File: config.mk
export PLATFORM = sky130hd
export DESIGN_NAME = gef_cfg_regs
export DESIGN_NICKNAME = d
export VERILOG_FILES = /design/src/rtl/core/gef_pkg.sv /design/src/rtl/core/gef_cfg_regs.sv
export SDC_FILE = /design/constraint.sdc
export NUM_CORES = 1
export LEC_CHECK = 0
export BUFFER_PORTS_ARGS = -buffer_cell sky130_fd_sc_hd__buf_2
export CORE_MARGIN = 2
export CORE_UTILIZATION = 50
export CTS_BUF_LIST = sky130_fd_sc_hd__clkbuf_4 sky130_fd_sc_hd__clkbuf_8 sky130_fd_sc_hd__clkbuf_16
export DETAILED_ROUTE_END_ITERATION = 8
export HOLD_SLACK_MARGIN = 0.1
export PLACE_DENSITY = 0.79
export SETUP_SLACK_MARGIN = 0.2
export SLEW_MARGIN = 0
export SYNTH_ARGS = -nofsm -noshare
export SYNTH_HDL_FRONTEND = slang
export SYNTH_SLANG_ARGS = --single-unit
File: constraint.sdc
create_clock -name clk -period 1.4 [get_ports clk]
set_input_delay 0.07 -clock clk [delete_from_list [all_inputs] [get_ports clk]]
set_output_delay 0.07 -clock clk [all_outputs]
set_load 0.005 [all_outputs]
File: src/rtl/core/gef_pkg.sv
`default_nettype none
package gef_pkg;

  // Sample format; the internal signal path is Q1.31.
  localparam int SAMPLE_BITS = 24;
  localparam int SAMPLE_PAD  = 32 - SAMPLE_BITS;
  localparam int DATA_W      = ((SAMPLE_BITS + 7) / 8) * 8;
  localparam int MIX_SHIFT   = 16 + SAMPLE_PAD;

  // Envelope and mix constants.
  localparam logic [23:0] ENV_ONE = 24'd4194304;
  localparam logic [23:0] ENV_TWO = 24'd8388608;
  localparam logic [16:0] WET_ONE = 17'd65536;

  // Configuration port.
  localparam int CFG_ADDR_W = 3;
  localparam int CFG_DATA_W = 24;

  localparam logic [CFG_ADDR_W-1:0] REG_GATE_THRESHOLD    = 3'd0;
  localparam logic [CFG_ADDR_W-1:0] REG_ATTACK_RATE       = 3'd1;
  localparam logic [CFG_ADDR_W-1:0] REG_TREBLE_DECAY_MULT = 3'd2;
  localparam logic [CFG_ADDR_W-1:0] REG_BASS_DECAY_MULT   = 3'd3;
  localparam logic [CFG_ADDR_W-1:0] REG_WET_MIX           = 3'd4;

  localparam logic [22:0] RST_GATE_THRESHOLD = 23'd0;
  localparam logic [23:0] RST_ATTACK_RATE    = 24'd12583;
  localparam logic [23:0] RST_DECAY_MULT     = 24'd16777215;
  localparam logic [16:0] RST_WET_MIX        = 17'd65536;

  typedef struct packed {
    logic [22:0] gate_threshold;
    logic [23:0] attack_rate;
    logic [23:0] treble_decay_mult;
    logic [23:0] bass_decay_mult;
    logic [16:0] wet_mix;
  } cfg_t;

endpackage
`default_nettype wire

File: src/rtl/core/gef_cfg_regs.sv
`default_nettype none
module gef_cfg_regs (
  input  wire logic                             clk,
  input  wire logic                             rst_n,
  input  wire logic                             cfg_we,
  input  wire logic [gef_pkg::CFG_ADDR_W-1:0]   cfg_addr,
  input  wire logic [gef_pkg::CFG_DATA_W-1:0]   cfg_wdata,
  output gef_pkg::cfg_t                         cfg
);

  gef_pkg::cfg_t cfg_r;

  // Each write keeps only as many bits as the register holds.
  always_ff @(posedge clk) begin
    if (!rst_n) begin
      cfg_r.gate_threshold    <= gef_pkg::RST_GATE_THRESHOLD;
      cfg_r.attack_rate       <= gef_pkg::RST_ATTACK_RATE;
      cfg_r.treble_decay_mult <= gef_pkg::RST_DECAY_MULT;
      cfg_r.bass_decay_mult   <= gef_pkg::RST_DECAY_MULT;
      cfg_r.wet_mix           <= gef_pkg::RST_WET_MIX;
    end else if (cfg_we) begin
      case (cfg_addr)
        gef_pkg::REG_GATE_THRESHOLD:    cfg_r.gate_threshold    <= cfg_wdata[22:0];
        gef_pkg::REG_ATTACK_RATE:       cfg_r.attack_rate       <= cfg_wdata[23:0];
        gef_pkg::REG_TREBLE_DECAY_MULT: cfg_r.treble_decay_mult <= cfg_wdata[23:0];
        gef_pkg::REG_BASS_DECAY_MULT:   cfg_r.bass_decay_mult   <= cfg_wdata[23:0];
        gef_pkg::REG_WET_MIX:           cfg_r.wet_mix           <= cfg_wdata[16:0];
        default: ;
      endcase
    end
  end

  assign cfg = cfg_r;

endmodule
`default_nettype wire

==> flow_results.org <==
** Synthesis
- Netlist area before placement :: ~0.0044 mm2
- Sequential elements use roughly half of the synthesized area.
- Syn Inst Count :: 420
- dfxtp_1 takes more of the synthesized area than any other cell.
- Summed over its instances, the top area cell type makes up approximately 51% of the synthesized netlist area.
- Flip-flop and latch count after synthesis :: 112
- Post-synthesis cell type count :: 12
- In the post-synthesis netlist, the biggest area contributors are dfxtp_1 (51%), mux2i_1 (25%), nor2b_1 (11%), nand2_1 (6.8%), buf_6 (1.5%).
- The number of nets handed over by synthesis was 450.
- Syn. warnings :: 0
- The average instance in the mapped netlist occupies between 10 and 15 um2.

** Global routing
- The first global-routing pass estimated between 15,000 and 20,000 um of wire.
- The total overflow left after global routing is 0.
- Pin count of the biggest net entering global routing :: slightly above 80
- The initial antenna violation count came to 0.
- Global routing usage summed across all routing layers :: 21.94%
- The via count of the first global-routing pass came to 3,337.

** Setup path
- Crit Path Class :: flip-flop to primary output
- Number of buffers and inverters on the critical path :: 1
- Top cell family by delay on the critical path :: flip-flops
- Largest stage delay on the critical path :: 0.39 ns
- Data arrives at the worst endpoint at a little under 0.9 ns.
- Worst EP required :: about 1.3 ns
- Traced cell by cell, the critical path runs through buf_2.
- Worst path slowest cell :: dfxtp_1
- Startpoint kind of the worst setup timing path :: flip-flop
- Maximum fanout count along the critical path :: 2
- Type of destination of the critical path :: primary output

** Die
- ~140 I/O pins were placed.
- Y dimension of the die :: 98.13 um
- Starting density of the core :: ~51%
- The floorplan has 34 rows.
- The die is around 98 um wide.
- Area of the die :: a little under 0.01 mm2
- The core region is around 0.0086 mm2.

** Place
- During placement, the flow inserted port buffers numbering roughly 140.
- Placer Congestion :: roughly 0.83
- Prior to clock tree synthesis, the placed netlist has a worst setup slack of slightly above 0.3 ns.
- Detailed Place HPWL :: 7268 um

** Timing
- Worst-case headroom to the max-slew limit :: 70.91%
- Number of max-slew violations in the final report :: 0
- Final setup fails :: 0
- Setup repair after global routing left no endpoint under its margin.
- Across all setup checks in the final design, the least slack found is 0.4593 ns.
- Based on the critical path, the design can be clocked at up to roughly 1.1 GHz.
- Part of the cycle the worst path needs :: 67.19%
- Final TNS setup :: 0 ns
- Hold violation count in the final report :: 0
- Worst-margin pin slew :: around 0.44 ns
- For the final database, setup skew stands at 0 ns.
- Crit path time final :: 0.9407 ns

** Power
- Largest vdd supply drop :: between 400 and 500 uV
- For this design the ratio of total power to cell area is roughly 1000 mW/mm2.
- Pleak :: ~0.0026 uW

** Status
- Status :: finished, final reports clean

** Route
- Detailed Route WL :: 10,680 um
- DR WL/cell :: 15.54 um
- DRC errors left :: 0
- Length of the first detailed-routing pass in iterations :: 4
- DR vias :: 3,424
- Antenna-violating nets left :: 0
- Vias/cell :: about 5
- Number of DRC markers in iteration 0 :: 151

** Finish
- At the end of the flow, the number of nets in the layout was slightly above 600.
- 0 antenna diodes ended up in the layout.
- The area growth from synthesis to layout is 27.53%.
- Layout cells sized above 1 :: approximately 29%
- Max FFs per register :: approximately 110
- Counting the fill cells in the layout gives 700.

** CTS
- After clock tree synthesis, the clock-pin slew on the worst setup and hold paths is around 0.11 ns.
- Counting the buffers created by CTS gives 9.
- The clock reaches the later pin of the worst-skew pair after approximately 0.35 ns.
- In this run the deepest clock path goes through 2 buffers.
- CTS resizes :: 0
- In this run the clock root is driven by a clkbuf_8.
- TritonCTS clock tree :: yes
- In this run the number of H-tree levels came out at 3.
- Post-CTS timing repair inserted 0 buffers for setup.
- CTS saw around 110 sinks.

** Flow run
- The tool flagged a number of max-cap violations equal to 0.

** Worst hold path
- The min-delay analysis places its worst path in the category input port to flip-flop.
## stage by stage
| step | utilization (%) | std cells | power (uW) | hold slack, ns | instance area, um2 |
|---|---|---|---|---|---|
| after detailed placement | 60.33 | 647 | 3833 | 0.3597 | 5210 |
| after floorplan | - | 420 | 3636 | 0.2121 | 4431 |
| final | 65.43 | 687 | 5769 | 0.2411 | 5650 |
| after CTS | 65.43 | 687 | 5818 | 0.2141 | 5650 |
| after global placement | 60.33 | 647 | 3820 | 0.3506 | 5210 |
| after global routing | 65.43 | 687 | 5997 | 0.2329 | 5650 |
## Yosys cell counts
cell type / n
buf_2: 11
nor4b_4: 1
nand4b_1: 1
mux2i_1: 112
clkbuf_1: 9
nor2b_1: 80
and4bb_1: 2
dfxtp_1: 112
buf_4: 4
buf_6: 6
nand2_1: 80
nand4bb_1: 2
## final timing paths
path         startpoint        to  slack, ns  depth (start not counted)
max             cfg[89]   cfg[89]       0.46                          1
min               rst_n  cfg[108]       0.24                          4
max reg2reg     cfg[89]   cfg[89]       0.72                          2
min reg2reg    cfg[103]  cfg[103]       0.46                          2
## tightest hold or removal path: stages
cell and delay, ns:
buf_4 0.13, buf_12 0.19, nand2_1 0.09, mux2i_1 0.05
## routing by layer
layer,track usage [%],part of all wire [%],vias to the layer above
li1,-,-,1684
met1,29.51,46,1631
met2,34.67,47,89
met3,3.651,4.3,20
met4,10.33,2.5,0
met5,0,0,-
## report_power, final
group          switching, uW  internal, uW
sequential              37.1          3260
combinational            266           260
clock                   1100           848
total                   1400          4360
## timing repair
item                                    in CTS  in global routing
hold buffers                                24                  0
endpoints found under the setup margin       0                  0
endpoints found under the hold margin      111                  0
## logic make-up (layout without fill, tap and decap cells)
group	after synthesis	in the layout	synth area share (%)
flops	112	112	50.61
buf+inv	30	189	4.208
mux	112	112	25.30
simple gates	166	166	19.88
## layout make-up
| class | count | area (um2) | area share (%) |
|---|---|---|---|
| clock inverters | 7 | 76.32 | 1.351 |
| repair buffers | 173 | 1071 | 18.95 |
| flip-flops and latches | 112 | 2242 | 39.68 |
| well taps | 108 | 135.1 | 2.392 |
| multi-input cells | 278 | 2002 | 35.43 |
| clock buffers | 9 | 123.9 | 2.192 |
## cell usage in the layout, fill, tap and decap left out
cell,n
buf_12,5
clkinvlp_4,1
dfxtp_1,112
nand2_1,80
clkinv_2,2
nand4b_1,1
buf_2,140
clkbuf_8,9
inv_6,2
nor4b_4,1
dlygate4sd3_1,24
bufinv_16,1
nor2b_1,80
nand4bb_1,2
buf_4,4
mux2i_1,112
and4bb_1,2
inv_8,1
(Power assumes the default switching activity.)
